### src/rtl/drtb_pkg.sv
`timescale 1ns / 1ps
// ----------------------------------------------------------------------------
// drtb_pkg
// types, widths and codes shared by the timer bank front, queue and back end
// ----------------------------------------------------------------------------
package drtb_pkg;

	localparam int SLOTS   = 10;
	localparam int TPS     = 128;

	localparam int CMD_W   = 3;
	localparam int SLOT_W  = 4;
	localparam int DELAY_W = 16;
	localparam int CNT_W   = 17;
	localparam int MASK_W  = 10;
	localparam int FLAG_W  = 3;
	localparam int IDX_W   = (SLOTS > 1) ? $clog2(SLOTS) : 1;

	localparam logic [FLAG_W-1:0] FLAG_ALLOC  = 3'h1;
	localparam logic [FLAG_W-1:0] FLAG_ARMED  = 3'h2;
	localparam logic [FLAG_W-1:0] FLAG_REPEAT = 3'h4;

	localparam logic [DELAY_W-1:0] DELAY_MAX = {DELAY_W{1'b1}};

	// ms to ticks: (ms * TPS) / 1000, done as >> 3 then / 125 by reciprocal
	localparam int MS_PER_S  = 1000;
	localparam int MS_PRE_SH = 3;
	localparam int MS_ODD    = MS_PER_S / (1 << MS_PRE_SH);
	localparam int ODD_LOG   = $clog2(MS_ODD) - 1;
	localparam int PROD_W    = DELAY_W + $clog2(TPS + 1);
	localparam int X_W       = PROD_W - MS_PRE_SH;
	localparam int RECIP_SH  = X_W;
	localparam int RECIP_W   = X_W - ODD_LOG;
	localparam int QW        = X_W - ODD_LOG;
	localparam int SAT_W     = (QW > DELAY_W) ? QW : DELAY_W;
	localparam longint unsigned RECIP_L = (64'd1 << RECIP_SH) / MS_ODD;
	localparam logic [RECIP_W-1:0] RECIP = RECIP_W'(RECIP_L);

	localparam int FIFO_DEPTH = 2;
	localparam int FPTR_W     = 1;
	localparam int FCNT_W     = $clog2(FIFO_DEPTH + 1);

	localparam logic [CMD_W-1:0] CMD_SUB_TICK = 3'd0;
	localparam logic [CMD_W-1:0] CMD_SEC_TICK = 3'd1;
	localparam logic [CMD_W-1:0] CMD_CREATE   = 3'd2;
	localparam logic [CMD_W-1:0] CMD_RESET    = 3'd3;
	localparam logic [CMD_W-1:0] CMD_DESTROY  = 3'd4;

	typedef logic [2:0] op_t;

	localparam op_t OP_SUB_TICK = 3'd0;
	localparam op_t OP_SEC_TICK = 3'd1;
	localparam op_t OP_CREATE   = 3'd2;
	localparam op_t OP_LOAD     = 3'd3;
	localparam op_t OP_FREE     = 3'd4;
	localparam op_t OP_NOP      = 3'd5;

	typedef struct packed {
		logic [CMD_W-1:0]   cmd;
		logic [SLOT_W-1:0]  slot;
		logic [DELAY_W-1:0] delay_ms;
		logic               repeats;
	} req_t;

	typedef struct packed {
		logic [SLOT_W-1:0] handle;
		logic              ok;
		logic [MASK_W-1:0] expired_mask;
		logic              prescale_on;
	} rsp_t;

	typedef struct packed {
		op_t               op;
		logic [IDX_W-1:0]  idx;
		logic              repeats;
		logic [PROD_W-1:0] prod;
	} job_t;

	typedef struct packed {
		logic full;
		logic empty;
	} fifo_stat_t;

endpackage

### src/rtl/drtb_front.sv
`timescale 1ns / 1ps
// ----------------------------------------------------------------------------
// drtb_front
// takes requests, classifies the command, checks the slot range and forms
// the raw millisecond-times-rate product before queueing the job
// ----------------------------------------------------------------------------
module drtb_front (
	input  logic                clk,
	input  logic                arst_n,
	input  logic                req_valid,
	output logic                req_stall,
	input  drtb_pkg::req_t      req_data,
	input  drtb_pkg::fifo_stat_t fifo_stat,
	output logic                push,
	output drtb_pkg::job_t      job
);
	import drtb_pkg::*;

	logic valid_s1;
	job_t job_s1;
	op_t  op_d;
	logic in_range;

	assign in_range = {1'b0, req_data.slot} < (SLOT_W + 1)'(SLOTS);

	always_comb begin
		unique case (req_data.cmd)
			CMD_SUB_TICK: op_d = OP_SUB_TICK;
			CMD_SEC_TICK: op_d = OP_SEC_TICK;
			CMD_CREATE:   op_d = OP_CREATE;
			CMD_RESET:    op_d = in_range ? OP_LOAD : OP_NOP;
			CMD_DESTROY:  op_d = in_range ? OP_FREE : OP_NOP;
			default:      op_d = OP_NOP;
		endcase
	end

	assign req_stall = valid_s1 && fifo_stat.full;
	assign push      = valid_s1 && !fifo_stat.full;
	assign job       = job_s1;

	always_ff @(posedge clk or negedge arst_n) begin
		if (!arst_n) begin
			valid_s1 <= 1'b0;
		end else if (!req_stall) begin
			valid_s1 <= req_valid;
		end
	end

	always_ff @(posedge clk) begin
		if (req_valid && !req_stall) begin
			job_s1.op      <= op_d;
			job_s1.idx     <= IDX_W'(req_data.slot);
			job_s1.repeats <= req_data.repeats;
			job_s1.prod    <= PROD_W'(req_data.delay_ms) * PROD_W'(TPS);
		end
	end

endmodule

### src/rtl/drtb_fifo.sv
`timescale 1ns / 1ps
// ----------------------------------------------------------------------------
// drtb_fifo
// short job queue between front and back end
// ----------------------------------------------------------------------------
module drtb_fifo (
	input  logic                 clk,
	input  logic                 arst_n,
	input  logic                 push,
	input  drtb_pkg::job_t       push_job,
	input  logic                 pop,
	output drtb_pkg::job_t       head,
	output drtb_pkg::fifo_stat_t stat
);
	import drtb_pkg::*;

	job_t              mem_q [FIFO_DEPTH];
	logic [FPTR_W-1:0] wr_ptr_q;
	logic [FPTR_W-1:0] rd_ptr_q;
	logic [FCNT_W-1:0] cnt_q;

	assign head       = mem_q[rd_ptr_q];
	assign stat.full  = cnt_q == FCNT_W'(FIFO_DEPTH);
	assign stat.empty = cnt_q == '0;

	always_ff @(posedge clk or negedge arst_n) begin
		if (!arst_n) begin
			wr_ptr_q <= '0;
			rd_ptr_q <= '0;
			cnt_q    <= '0;
		end else begin
			if (push) begin
				wr_ptr_q <= (wr_ptr_q == FPTR_W'(FIFO_DEPTH - 1)) ? '0 : wr_ptr_q + 1'b1;
			end
			if (pop) begin
				rd_ptr_q <= (rd_ptr_q == FPTR_W'(FIFO_DEPTH - 1)) ? '0 : rd_ptr_q + 1'b1;
			end
			if (push && !pop) begin
				cnt_q <= cnt_q + 1'b1;
			end else if (pop && !push) begin
				cnt_q <= cnt_q - 1'b1;
			end
		end
	end

	always_ff @(posedge clk) begin
		if (push) begin
			mem_q[wr_ptr_q] <= push_job;
		end
	end

`ifndef SYNTHESIS
	a_no_overflow: assert property (@(posedge clk) disable iff (!arst_n)
		push |-> !stat.full) else $error("job pushed into full queue");
	a_no_underflow: assert property (@(posedge clk) disable iff (!arst_n)
		pop |-> !stat.empty) else $error("job popped from empty queue");
	a_count_range: assert property (@(posedge clk) disable iff (!arst_n)
		cnt_q <= FCNT_W'(FIFO_DEPTH)) else $error("queue count out of range");
`endif

endmodule

### src/rtl/drtb_back.sv
`timescale 1ns / 1ps
// ----------------------------------------------------------------------------
// drtb_back
// executes queued jobs on the slot store: tick walk, create, load, free,
// with a registered result stage toward the output
// ----------------------------------------------------------------------------
module drtb_back (
	input  logic                 clk,
	input  logic                 arst_n,
	input  drtb_pkg::job_t       head,
	input  drtb_pkg::fifo_stat_t fifo_stat,
	output logic                 pop,
	output logic                 rsp_valid,
	input  logic                 rsp_stall,
	output drtb_pkg::rsp_t       rsp_data
);
	import drtb_pkg::*;

	localparam logic [2:0] ST_IDLE  = 3'd0;
	localparam logic [2:0] ST_CHK   = 3'd1;
	localparam logic [2:0] ST_DIV   = 3'd2;
	localparam logic [2:0] ST_CORR  = 3'd3;
	localparam logic [2:0] ST_APPLY = 3'd4;
	localparam logic [2:0] ST_WALK  = 3'd5;
	localparam logic [2:0] ST_DONE  = 3'd6;

	logic [2:0]         state_q;
	logic [FLAG_W-1:0]  flags_q [SLOTS];
	logic [DELAY_W-1:0] delay_q [SLOTS];
	logic [CNT_W-1:0]   cnt_q   [SLOTS];
	logic               prescale_q;
	logic               out_valid_q;
	rsp_t               out_q;

	op_t                op_q;
	logic [IDX_W-1:0]   idx_q;
	logic               rep_q;
	logic [X_W-1:0]     x_q;
	logic [QW-1:0]      qe_q;
	logic [QW-1:0]      t_q;
	logic [MASK_W-1:0]  mask_q;
	logic               want_q;
	logic [SLOT_W-1:0]  handle_q;
	logic               ok_q;

	logic [FLAG_W-1:0]  acc_flags;
	logic [DELAY_W-1:0] acc_delay;
	logic [CNT_W-1:0]   acc_cnt;
	logic               is_sub;
	logic               is_tick;
	logic               stepping;
	logic [CNT_W-1:0]   step;
	logic [CNT_W:0]     diff;
	logic               expire;
	logic               low_left;
	logic               free_found;
	logic [IDX_W-1:0]   free_idx;
	logic [X_W+RECIP_W-1:0] recip_prod;
	logic [X_W-1:0]     rem;
	logic [DELAY_W-1:0] t_sat;
	logic [FLAG_W-1:0]  load_flags;
	logic               fire;
	logic               head_tick;

	function automatic logic rep_q_of(input logic [FLAG_W-1:0] f);
		return (f & FLAG_REPEAT) != '0;
	endfunction

	assign acc_flags = flags_q[idx_q];
	assign acc_delay = delay_q[idx_q];
	assign acc_cnt   = cnt_q[idx_q];

	assign is_sub   = op_q == OP_SUB_TICK;
	assign is_tick  = (op_q == OP_SUB_TICK) || (op_q == OP_SEC_TICK);
	assign stepping = ((acc_flags & FLAG_ALLOC) != '0) && ((acc_flags & FLAG_ARMED) != '0)
		&& ((acc_delay >= DELAY_W'(TPS)) != is_sub);
	assign step     = is_sub ? CNT_W'(1) : CNT_W'(TPS);
	assign diff     = {1'b0, acc_cnt} - {1'b0, step};
	assign expire   = diff[CNT_W] || (diff == '0);
	assign low_left = diff[CNT_W-1:0] < CNT_W'(TPS);

	// lowest free slot
	always_comb begin
		free_found = 1'b0;
		free_idx   = '0;
		for (int i = SLOTS - 1; i >= 0; i--) begin
			if ((flags_q[i] & FLAG_ALLOC) == '0) begin
				free_found = 1'b1;
				free_idx   = IDX_W'(i);
			end
		end
	end

	assign recip_prod = (X_W + RECIP_W)'(x_q) * (X_W + RECIP_W)'(RECIP);
	assign rem        = x_q - X_W'(qe_q) * X_W'(MS_ODD);
	assign t_sat      = (SAT_W'(t_q) > SAT_W'(DELAY_MAX)) ? DELAY_MAX : DELAY_W'(t_q);

	always_comb begin
		load_flags = acc_flags;
		if (op_q == OP_CREATE) begin
			load_flags = load_flags | FLAG_ALLOC;
		end
		if (rep_q) begin
			load_flags = load_flags | FLAG_REPEAT;
		end else begin
			load_flags = load_flags & ~FLAG_REPEAT;
		end
		if (t_sat != '0) begin
			load_flags = load_flags | FLAG_ARMED;
		end
	end

	assign pop       = (state_q == ST_IDLE) && !fifo_stat.empty;
	assign head_tick = (head.op == OP_SUB_TICK) || (head.op == OP_SEC_TICK);
	assign fire      = (state_q == ST_DONE) && (!out_valid_q || !rsp_stall);
	assign rsp_valid = out_valid_q;
	assign rsp_data  = out_q;

	always_ff @(posedge clk or negedge arst_n) begin
		if (!arst_n) begin
			state_q     <= ST_IDLE;
			out_valid_q <= 1'b0;
			prescale_q  <= 1'b0;
			for (int i = 0; i < SLOTS; i++) begin
				flags_q[i] <= '0;
			end
		end else begin
			if (fire) begin
				out_valid_q <= 1'b1;
			end else if (!rsp_stall) begin
				out_valid_q <= 1'b0;
			end
			unique case (state_q)
				ST_IDLE: begin
					if (!fifo_stat.empty) begin
						if (head_tick) begin
							state_q <= ST_WALK;
						end else if (head.op == OP_CREATE) begin
							state_q <= free_found ? ST_DIV : ST_DONE;
						end else if (head.op == OP_LOAD || head.op == OP_FREE) begin
							state_q <= ST_CHK;
						end else begin
							state_q <= ST_DONE;
						end
					end
				end
				ST_CHK: begin
					if ((acc_flags & FLAG_ALLOC) == '0) begin
						state_q <= ST_DONE;
					end else if (op_q == OP_FREE) begin
						flags_q[idx_q] <= '0;
						state_q        <= ST_DONE;
					end else begin
						state_q <= ST_DIV;
					end
				end
				ST_DIV: begin
					state_q <= ST_CORR;
				end
				ST_CORR: begin
					state_q <= ST_APPLY;
				end
				ST_APPLY: begin
					flags_q[idx_q] <= load_flags;
					if (t_sat != '0 && t_sat < DELAY_W'(TPS)) begin
						prescale_q <= 1'b1;
					end
					state_q <= ST_DONE;
				end
				ST_WALK: begin
					if (stepping && expire && !rep_q_of(acc_flags)) begin
						flags_q[idx_q] <= acc_flags & ~FLAG_ARMED;
					end
					if (idx_q == IDX_W'(SLOTS - 1)) begin
						state_q <= ST_DONE;
					end
				end
				ST_DONE: begin
					if (fire) begin
						if (is_tick) begin
							prescale_q <= want_q;
						end
						state_q <= ST_IDLE;
					end
				end
				default: begin
					state_q <= ST_IDLE;
				end
			endcase
		end
	end

	always_ff @(posedge clk) begin
		unique case (state_q)
			ST_IDLE: begin
				if (!fifo_stat.empty) begin
					op_q     <= head.op;
					rep_q    <= head.repeats;
					x_q      <= head.prod[PROD_W-1:MS_PRE_SH];
					mask_q   <= '0;
					want_q   <= 1'b0;
					if (head.op == OP_CREATE) begin
						idx_q    <= free_idx;
						ok_q     <= free_found;
						handle_q <= free_found ? SLOT_W'(free_idx) : '0;
					end else begin
						idx_q    <= head_tick ? '0 : head.idx;
						ok_q     <= head_tick;
						handle_q <= '0;
					end
				end
			end
			ST_CHK: begin
				ok_q <= (acc_flags & FLAG_ALLOC) != '0;
			end
			ST_DIV: begin
				qe_q <= QW'(recip_prod >> RECIP_SH);
			end
			ST_CORR: begin
				t_q <= (rem >= X_W'(MS_ODD)) ? qe_q + 1'b1 : qe_q;
			end
			ST_APPLY: begin
				delay_q[idx_q] <= t_sat;
				cnt_q[idx_q]   <= CNT_W'(t_sat);
			end
			ST_WALK: begin
				if (stepping) begin
					if (expire) begin
						cnt_q[idx_q] <= rep_q_of(acc_flags) ? CNT_W'(acc_delay) : '0;
						mask_q       <= mask_q | (MASK_W'(1) << idx_q);
					end else begin
						cnt_q[idx_q] <= diff[CNT_W-1:0];
						want_q       <= want_q | low_left;
					end
				end
				if (idx_q != IDX_W'(SLOTS - 1)) begin
					idx_q <= idx_q + 1'b1;
				end
			end
			ST_DONE: begin
				if (fire) begin
					out_q.handle       <= handle_q;
					out_q.ok           <= ok_q;
					out_q.expired_mask <= mask_q;
					out_q.prescale_on  <= is_tick ? want_q : prescale_q;
				end
			end
			default: begin
			end
		endcase
	end

`ifndef SYNTHESIS
	a_mask_needs_ok: assert property (@(posedge clk) disable iff (!arst_n)
		out_valid_q && (out_q.expired_mask != '0) |-> out_q.ok)
		else $error("expiry reported on a failed request");
	a_handle_needs_ok: assert property (@(posedge clk) disable iff (!arst_n)
		out_valid_q && (out_q.handle != '0) |-> out_q.ok)
		else $error("handle reported on a failed request");
	a_walk_range: assert property (@(posedge clk) disable iff (!arst_n)
		(state_q == ST_WALK) |-> (idx_q <= IDX_W'(SLOTS - 1)))
		else $error("slot walk out of range");
	a_pop_only_idle: assert property (@(posedge clk) disable iff (!arst_n)
		pop |=> (state_q != ST_IDLE))
		else $error("job popped without being started");
`endif

endmodule

### src/rtl/dual_rate_timer_bank.sv
`timescale 1ns / 1ps
// ----------------------------------------------------------------------------
// dual_rate_timer_bank
// bank of countdown timers with sub-second and second ticks
// a tick walks the slot store one slot per cycle; the back end finishes one job
//   before it starts the next, while new requests wait in the job queue
// reset: all slots free, prescale request cleared, no clearing pass
// ----------------------------------------------------------------------------
module dual_rate_timer_bank (
	input  logic           clk,
	input  logic           arst_n,
	input  logic           req_valid,
	output logic           req_stall,
	input  drtb_pkg::req_t req_data,
	output logic           rsp_valid,
	input  logic           rsp_stall,
	output drtb_pkg::rsp_t rsp_data
);
	import drtb_pkg::*;

	logic       push;
	logic       pop;
	job_t       push_job;
	job_t       head;
	fifo_stat_t fifo_stat;

	drtb_front u_front (
		.clk       (clk),
		.arst_n    (arst_n),
		.req_valid (req_valid),
		.req_stall (req_stall),
		.req_data  (req_data),
		.fifo_stat (fifo_stat),
		.push      (push),
		.job       (push_job)
	);

	drtb_fifo u_fifo (
		.clk      (clk),
		.arst_n   (arst_n),
		.push     (push),
		.push_job (push_job),
		.pop      (pop),
		.head     (head),
		.stat     (fifo_stat)
	);

	drtb_back u_back (
		.clk       (clk),
		.arst_n    (arst_n),
		.head      (head),
		.fifo_stat (fifo_stat),
		.pop       (pop),
		.rsp_valid (rsp_valid),
		.rsp_stall (rsp_stall),
		.rsp_data  (rsp_data)
	);

endmodule

### config.mk
export PLATFORM = sky130hd
export DESIGN_NAME = dual_rate_timer_bank
export DESIGN_NICKNAME = d
export VERILOG_FILES = /design/src/rtl/drtb_pkg.sv /design/src/rtl/drtb_front.sv /design/src/rtl/drtb_fifo.sv /design/src/rtl/drtb_back.sv /design/src/rtl/dual_rate_timer_bank.sv
export SDC_FILE = /design/constraint.sdc
export NUM_CORES = 1
export LEC_CHECK = 0
export BUFFER_PORTS_ARGS = -buffer_cell sky130_fd_sc_hd__buf_4
export CORE_MARGIN = 8
export CORE_UTILIZATION = 35
export DETAILED_ROUTE_END_ITERATION = 12
export PLACE_DENSITY_LB_ADDON = 0.15
export SYNTH_ARGS = -nofsm -noshare
export SYNTH_HDL_FRONTEND = slang
export SYNTH_SLANG_ARGS = --single-unit
### constraint.sdc
create_clock -name clk -period 6.9 [get_ports clk]
set_input_delay 1.38 -clock clk [delete_from_list [all_inputs] [get_ports clk]]
set_output_delay 1.38 -clock clk [all_outputs]
set_load 0.02 [all_outputs]
Yosys cells after proc, flatten, opt, wreduce, memory -nomap -nowiden
Memories as Yosys holds them, arrays and structs flattened. A register that Yosys moved wholly into a read port is not among the register bits.
Cells that the tools add are included.
Widths: inputs -> output; s select.
{ "word_totals": {"n_memories": 3, "ramBits": 368, "register_bits": 155, "wordCells": 248, "output_inout_bits": 18} }
{ "memory_table": {"columns": ["name", "words", "width", "rd", "rd_ports_with_merged_regs", "wr", "line", "rtl"], "rows": [
  ["u_back.cnt_q", 10, 17, 1, 1, 1, "drtb_back.sv:30", "logic [CNT_W-1:0] cnt_q [SLOTS];"],
  ["u_back.delay_q", 10, 15, 1, 1, 1, "drtb_back.sv:29", "logic [DELAY_W-1:0] delay_q [SLOTS];"],
  ["u_fifo.mem_q", 2, 24, 1, 0, 1, "drtb_fifo.sv:17", "job_t mem_q [FIFO_DEPTH];"]
]} }
{ "classes": {"shifts": 1, "n_mul": 2, "add_sub_neg": 8, "bitwise": 8, "order_cmp": 7, "n_eq_ne": 33, "n_mux": 92, "reduce_logical": 59} }
{ "ops": {"columns": ["operator", "count"], "rows": [
  ["$mux 30", 3],
  ["$pmux 30 s3", 1],
  ["$mux 4", 16],
  ["$bwmux 30", 2],
  ["$logic_not 3->1", 15],
  ["$mux 3", 14],
  ["$mul 21x15->36 const B", 1],
  ["$mux 1", 36],
  ["$mux 17", 2],
  ["$and 30x30->30", 1],
  ["$mux 10", 3],
  ["$not 30->30", 1],
  ["$eq 3x2->1 const B", 7],
  ["$ge 21x7->1 const B", 1],
  ["$mul 15x7->21 const B", 1],
  ["$pmux 3 s7", 1],
  ["$sub 21x21->21", 1],
  ["$pmux 10 s2", 1],
  ["$eq 3x3->1 const B", 6],
  ["$logic_not 18->1", 1],
  ["$ne 2x1->1 const B", 9],
  ["$sub 17x17->18", 1],
  ["$lt 17x8->1 const B", 1],
  ["$ge 16x8->1 const B", 1],
  ["other kinds (39)", 84]
]} }

Logic depth before layout (Yosys ltp)
Gate-level depths: netlist (run 1).
{ "logic_depth": {"word_depth": 16, "mapped_depth": 23, "mapped_depth_nobuf": 21} }

Cells and area by module
A second synthesis (run 1) with hierarchy kept.
{ "hier_totals": {"cells_unflattened": 2071, "area_unflattened_um2": 29336.9} }
{ "by_module_without_submodules": {"columns": ["module", "instances", "cells_each", "area_each_um2"], "rows": [
  ["drtb_back", 1, 1910, 25798.5],
  ["drtb_fifo", 1, 116, 2648.8],
  ["drtb_front", 1, 45, 889.6]
]} }

Worst setup path after synthesis (run 1)
No wires, ideal clock.
{ "synth_path": {"path_kind": "flip-flop to flip-flop", "from": "reg with a tool-made name", "to": "reg u_back.mask_q[0] (enable)", "setup_time_ps": 391, "period_less_slack_ps": 6173, "stages_incl_launch_ff": 23, "t_arrival_ps": 5782, "setup_slack_ps": 727, "cell_sequence": "dfxtp_1 buf_6 buf_6 buf_6 buf_4 buf_4 buf_4 buf_4 buf_2 mux4_2 mux2_2 o21ai_0 ha_1 ha_1 o21ai_0 a21oi_1 and3b_2 a21oi_1 a2111oi_1 o211ai_2 o41ai_4 inv_1 o21ai_0"} }
{ "synth_rtl": {"columns": ["item", "line", "rtl"], "rows": [
  ["end signal, assigned", "drtb_back.sv:230", "mask_q <= mask_q | (MASK_W'(1) << idx_q);"],
  ["end, declared", "drtb_back.sv:41", "logic [MASK_W-1:0] mask_q;"]
]} }

Worst setup path in the final report (run 1)
{ "layout_path": {"from": "reg u_back.qe_q[11]", "to": "reg u_back.t_q[1], data pin"} }
{ "layout_via": {"elab_chain_len": 4} }
{ "layout_rtl": {"columns": ["item", "line", "rtl"], "rows": [
  ["start, declared", "drtb_back.sv:39", "logic [QW-1:0] qe_q;"],
  ["start signal, assigned", "drtb_back.sv:217", "qe_q <= QW'(recip_prod >> RECIP_SH);"],
  ["$mul 15x7->21", "drtb_back.sv:95", "assign rem = x_q - X_W'(qe_q) * X_W'(MS_ODD);"],
  ["$sub 21x21->21", "drtb_back.sv:95", null],
  ["$ge 21x7->1", "drtb_back.sv:220", "t_q <= (rem >= X_W'(MS_ODD)) ? qe_q + 1'b1 : qe_q;"],
  ["$mux 15", "drtb_back.sv:220", null],
  ["end signal, assigned", "drtb_back.sv:220", null],
  ["end, declared", "drtb_back.sv:40", "logic [QW-1:0] t_q;"]
]} }
No other way between the ends.
A chain may end at the register's enable or synchronous reset.

==> results of run 1 <==
==> registers in the layout (all words and copies together) (netlist names), 15 cells and up, named ones only <==
| name | count |
|---|---|
| u_back.flags_q | 30 |
| u_back.t_q | 15 |
| u_fifo.mem_q | 48 |
| u_back.delay_q | 150 |
| u_front.job | 24 |
| u_back.rsp_data | 16 |
| u_back.cnt_q | 170 |
| u_back.x_q | 16 |
==> critical path, cell delays in order (launching register included) <==
cell      delay (ns)
edfxtp_1        0.64
inv_1           0.21
fa_1            0.54
inv_1           0.05
fa_1            0.48
fa_1            0.52
fa_1            0.55
inv_1           0.05
ha_1            0.37
a21oi_1         0.27
o221ai_1        0.14
nor4_1          0.39
o41ai_1         0.13
nor4_1          0.32
nand4b_1        0.57
nor2_1          0.36
mux2_2          0.36
==> cell families (layout without fill, tap and decap cells) <==
| kind of cell | after synthesis | after routing | share of synthesized area (%) |
|---|---|---|---|
| buffers and inverters | 308 | 441 | 4.59 |
| adder cells (fa/ha/maj) | 284 | 284 | 15.4 |
| XOR/XNOR | 48 | 48 | 1.53 |
| AND/OR/NAND/NOR | 314 | 314 | 5.76 |
| flip-flops | 521 | 521 | 56.0 |
| AO/OA/AOI/OAI | 267 | 267 | 7.09 |
| multiplexers | 199 | 199 | 9.59 |
==> routing by layer <==
metal  global-route usage [%]  vias to the layer above
met5                        0                        -
met4                     3.07                        0
met3                     2.01                       73
met2                     23.1                      239
met1                     20.0                     7880
li1                         -                     7276
==> through the flow <==
stage               worst slack (ns)  instances
detailed placement             0.676       3027
CTS                            0.618       3124
floorplan                      0.727       1941
finish                         0.671       3124
global route                   0.236       3124
global placement               0.728       3027
==> cells in the mapped netlist, types with 12 or more instances <==
master and count:
edfxtp_1 477, inv_1 247, ha_1 192, nor2_1 110
mux2i_1 97, fa_1 92, a21oi_1 58, nand2_1 56
o21ai_0 48, mux4_2 46, dfrtp_1 40, xnor2_1 36
mux2_2 35, nor3_1 32, clkbuf_1 31, mux2_1 21
a22oi_1 19, nand3_1 17, a211oi_1 14, nor2b_1 14
nand2b_1 13, xor2_1 12
==> how the worst min path moves through the flow <==
stage	from	end	slack (ns)
finish	u_back.handle_q[1]	u_back.rsp_data[13]	0.43
floorplan	u_back.ok_q	u_back.rsp_data[11]	0.40
detailed placement	u_back.ok_q	u_back.rsp_data[11]	0.41
CTS	u_back.handle_q[3]	u_back.rsp_data[15]	0.43
global placement	u_back.handle_q[0]	u_back.rsp_data[12]	0.41
global route	u_back.handle_q[3]	u_back.rsp_data[15]	0.44
==> area by class of cell <==
class / instances / area share (%)
multi-input cells: 1112 / 35.1
repair buffers: 95 / 2.30
well taps: 1050 / 4.24
clock inverters: 24 / 0.792
inverters: 249 / 3.02
flip-flops and latches: 521 / 49.8
clock buffers: 73 / 4.73
==> metrics.cfg, run 1 <==
[outcome]
status = finished clean

[grt]
grt_pass1_vias = 16000
grt_overflow = 0
grtUsageTotal_pct = 14.1
grt_pass1_wl_mm = 96.0
grt_max_degree = 41
antenna_found_initial = 0

[detailed_routing]
met3_length_mm = 2.10
drt-met1-wl_mm = 30.0
drt-total-wl_mm = 62.2
drtIter0Drc = 907
avgRoutedWirePerCell_um = 19.9
ant_nets = 0
vias_per_cell = 4.95
route.detailed.drc = 0
first_pass_iters = 5
wl_met2_mm = 29.1
via_count = 15500
highest-signal-layer = met4

[clock_network]
cts-root-buf = clkbuf_16
cts_max_level = 2
cts_tree = done
cts.sinks = 521
hold_buffers = 0
clk_pin_slew_ns = 0.06
clockBufferDepth = 3
numCtsBuffers = 55
postCtsSetupBuffers = 0
clk_latency_ns = 0.61
post_cts_resized = 0

[timing]
max_freq_mhz = 161
tns_ns = 0
worst_hold_slack_ns = 0.427
rsz0062_at_grt = no
maxSlewHeadroom_pct = 22.8
finalHoldViolations = 0
drv_slew = 0
min_period_ns = 6.23
timing.final.crit_share_pct = 90.3
tightest_slew_ns = 1.15
skew_ns = 0.0372
setup-violations-final = 0

[floorplanning]
dieArea_um2 = 87800
rows = 103
core-area_um2 = 78400
die_width_um = 296
die_y_um = 296
initial_core_util_pct = 35.1
pin_count = 46

[logic_synthesis]
synth-seq-cells = 521
synth_ff_type = edfxtp_1
syn_area_um2 = 27500
synthTopCellsByArea = edfxtp_1 (52%), ha_1 (8.7%), fa_1 (6.7%), mux4_2 (3.8%), dfrtp_1 (3.6%)
synth_edf_count = 477
postSynthCellCount = 1941
synth_top_area_share_pct = 52.1
yosysUniqueCellTypes = 96
syn_nets = 2253
ys_warn_count = 0
ys_seq_area_share_pct = 56.0
synthArstFlopShare_pct = 7.68
yosysTopAreaCell = edfxtp_1
syn_area_per_cell_um2 = 14.2

[finish]
drive_gt1_share_pct = 15.0
nFillCells = 7497
area_growth_pct = 12.5
postLayoutCoreUtil_pct = 39.5
final-seq-area_um2 = 15400
layout_common_cells = edfxtp_1 (477), inv_1 (247), ha_1 (192)
final_area_um2 = 31000
fin_nets = 2346
final_common_cell = edfxtp_1
multi_input_area_um2 = 10900
n_antenna_cell = 0

[critical_path]
crit_type = reg2reg
r2r-start = u_back.qe_q[11]
path_max_fanout = 13
crit_path_start_kind = flip-flop
worstSetupEndpoint = u_back.t_q[1]
ff2ff_setup_slack_ns = 0.67
rr_endpoint = u_back.t_q[1]
worstPathArrival_ns = 6.56
worstPathRequired_ns = 7.23
reg2regPathDepth = 16
critPathLaunch = u_back.qe_q[11]
endpoint_kind = flip-flop

[flow_run]
maxCapViolCount = 0

[min_path]
hold_depth = 0
min_path_type = reg2reg

[place]
dpl_cell_area_um2 = 29200
post-dp-hpwl_mm = 43.4
place.gp.congestion = 0.799
io_buffers = 45

Power of run 1 is left out: the tool's default activity adds up to more than one toggle a clock period on the data nets, which glitch-free logic cannot reach.
==> run 2, diff against run 1 <==
--- a/config.mk
+++ b/config.mk
@@ -5,6 +5,7 @@
 export SDC_FILE = /design/constraint.sdc
 export NUM_CORES = 1
 export LEC_CHECK = 0
+export ABC_AREA = 1
 export BUFFER_PORTS_ARGS = -buffer_cell sky130_fd_sc_hd__buf_4
 export CORE_MARGIN = 8
 export CORE_UTILIZATION = 35
==> metrics.cfg, run 2 <==
[outcome]
status = finished clean

[grt]
antenna_found_initial = 0  ; unchanged
grtUsageTotal_pct = 16.2  ; +2.1 points
grt_max_degree = 82  ; +100%
grt_pass1_vias = 20800  ; +30%
grt_overflow = 0  ; unchanged
grt_pass1_wl_mm = 120  ; +25%

[detailed_routing]
vias_per_cell = 5.07  ; +2.4%
route.detailed.drc = 0  ; unchanged
drtIter0Drc = 1335  ; +47%
avgRoutedWirePerCell_um = 18.9  ; -5.1%
drt-total-wl_mm = 77.2  ; +24%
ant_nets = 0  ; unchanged
first_pass_iters = 5  ; unchanged
via_count = 20700  ; +34%

[logic_synthesis]
synthArstFlopShare_pct = 7.68  ; unchanged
syn_area_per_cell_um2 = 10.0  ; -29%
synth_top_area_share_pct = 48.8  ; -3.3 points
synthTopCellsByArea = edfxtp_1 (49%), ha_1 (8.2%), nand2_1 (7.2%), fa_1 (6.3%), inv_1 (5.0%)
yosysTopAreaCell = edfxtp_1
yosysUniqueCellTypes = 56  ; -42%
synth_edf_count = 477  ; unchanged
ys_seq_area_share_pct = 52.5  ; -3.5 points
postSynthCellCount = 2922  ; +51%
syn_area_um2 = 29300  ; +6.7%
synth-seq-cells = 521  ; unchanged
syn_nets = 3234  ; +44%
ys_warn_count = 0  ; unchanged
synth.most_common_cell = nand2_1
yosys-top-cells-count = nand2_1 (561), edfxtp_1 (477), inv_1 (388)
synth_ff_type = edfxtp_1

[finish]
largestRegisters = u_back.cnt_q (170), u_back.delay_q (150), u_fifo.mem_q (48)
top_register = u_back.cnt_q
postLayoutCoreUtil_pct = 39.0  ; -0.46 points
final_common_cell = nand2_1
layout_common_cells = nand2_1 (561), edfxtp_1 (477), inv_1 (388)
largest_reg_flops = 170  ; unchanged
area_growth_pct = 10.8
fin_nets = 3278  ; +40%
drive_gt1_share_pct = 7.22  ; -7.8 points
nFillCells = 8204  ; +9.4%
n_antenna_cell = 0  ; unchanged

[critical_path]
crit_path_start_kind = flip-flop
worstPathArrival_ns = 6.40  ; -0.16 ns
worstPathRequired_ns = 7.25  ; +0.02 ns
crit_slowest_cell = edfxtp_1
crit_type = reg2reg
endpoint_kind = flip-flop
ff2ff_setup_slack_ns = 0.85  ; +0.17 ns
slowest_delay_ns = 0.58  ; -0.06 ns
path_max_fanout = 8  ; -5
crit_top_cell = nand2_1
crit_chain = inv_1 > fa_1 > inv_1 > fa_1 > fa_1 > fa_1 > inv_1 > ha_1 > nand2_1 > nor3_1 > and2_1 > nand3_1 > o221ai_1 > or2_2 > nand2_1 > nor3_1 > nand2_1 > nor2_2 > nand3_1 > nand2_1 > nand2_1

[floorplanning]
die_width_um = 306  ; +3.1%
initial_core_util_pct = 35.2  ; +0.14 points
rows = 106  ; +2.9%
core-area_um2 = 83300  ; +6.3%
pin_count = 46  ; unchanged
die_y_um = 306  ; +3.1%
dieArea_um2 = 93400  ; +6.3%

[timing]
finalHoldViolations = 0  ; unchanged
tns_ns = 0  ; unchanged
skew_ns = 0.0177  ; -0.0195 ns
max_freq_mhz = 165  ; +2.9%
worst_hold_slack_ns = 0.423  ; -0.00386 ns
maxSlewHeadroom_pct = 25.0  ; +2.2 points
tightest_slew_ns = 1.12  ; -0.0272 ns
drv_slew = 0  ; unchanged
timing.final.crit_share_pct = 87.7  ; -2.5 points
min_period_ns = 6.05  ; -0.175 ns
setup-violations-final = 0  ; unchanged
rsz0062_at_grt = no

[clock_network]
cts_tree = done
cts-root-buf = clkbuf_16
clk_latency_ns = 0.60  ; about the same
cts_max_level = 2  ; unchanged
numCtsBuffers = 53  ; -3.6%
postCtsSetupBuffers = 0  ; unchanged
cts.sinks = 521  ; unchanged
post_cts_resized = 0  ; unchanged
clockBufferDepth = 3  ; unchanged
clk_pin_slew_ns = 0.06  ; about the same
hold_buffers = 0  ; unchanged

[flow_run]
maxCapViolCount = 0  ; unchanged

[min_path]
min_path_type = reg2reg

[place]
post-dp-hpwl_mm = 52.3  ; +20%
place.gp.congestion = 0.835  ; +4.4%
io_buffers = 45  ; unchanged

==> run 2: cell types whose count changed after synthesis, sizes merged, moves of 33 or more <==
cell   change
nor2     +211
nand2    +508
nand4     +59
mux2i     -95
a21oi     +33
mux4      -46
mux2      -56
o21ai    +157
inv      +145
nand3    +121
==> run 2: final cells by class <==
type / instances / area (um^2) / area share (%)
Clock buffer: 72 / 1450 / 4.46
Tap cell: 1080 / 1350 / 4.16
Clock inverter: 21 / 158 / 0.485
Sequential cell: 521 / 15400 / 47.4
Timing Repair Buffer: 93 / 698 / 2.15
Multi-Input combinational cell: 1895 / 11900 / 36.7
Inverter: 402 / 1510 / 4.65
==> run 2: routing by layer <==
metal | part of all wire, % | vias up | track usage [%]
li1 | - | 9980 | -
met4 | 2.3 | 0 | 4.23
met3 | 4.5 | 113 | 2.23
met5 | 0 | - | 0
met2 | 47 | 469 | 26.8
met1 | 46 | 10100 | 22.3
==> run 2: through the flow <==
step           cell area, um^2  cells  setup slack (ns)
6_report                 32500   4084             0.846
5_1_grt                  32500   4084             0.445
4_1_cts                  32500   4084             0.870
3_5_place_dp             30900   3991             0.900
3_3_place_gp             30900   3991             0.961
2_1_floorplan            29300   2922              1.73
==> run 2: worst paths after layout <==
path | from | end | cells past startpoint
max | u_back.qe_q[11] | u_back.t_q[9] | 21
min | u_back.handle_q[0] | u_back.rsp_data[12] | 0
max reg2reg | u_back.qe_q[11] | u_back.t_q[9] | 21
min reg2reg | u_back.handle_q[0] | u_back.rsp_data[12] | 0
max in group asynchronous | arst_n | u_fifo.wr_ptr_q | 1
min in group asynchronous | arst_n | u_back.flags_q[23] | 1
==> run 2: cell families (layout without fill, tap and decap cells) <==
logic type / after synthesis / count (layout) / share of synthesized area [%]
AND/OR/NAND/NOR: 1144 / 1144 / 16.4
flip-flops: 521 / 521 / 52.5
buffers and inverters: 506 / 588 / 7.07
AO/OA/AOI/OAI: 429 / 429 / 8.46
adder cells (fa/ha/maj): 284 / 284 / 14.5
XOR/XNOR: 36 / 36 / 1.07
multiplexers: 2 / 2 / 0.0682
==> run 2: critical path: cells and delay by family, from the launching register on <==
kind	cells	cell delay (ns)
adders and majority gates	5	2.44
DFF	1	0.58
and+or+nand+nor	12	2.17
buffers and inverters	3	0.30
AOI/OAI and AO/OA	1	0.29
Power of run 2 is left out for the same reason.
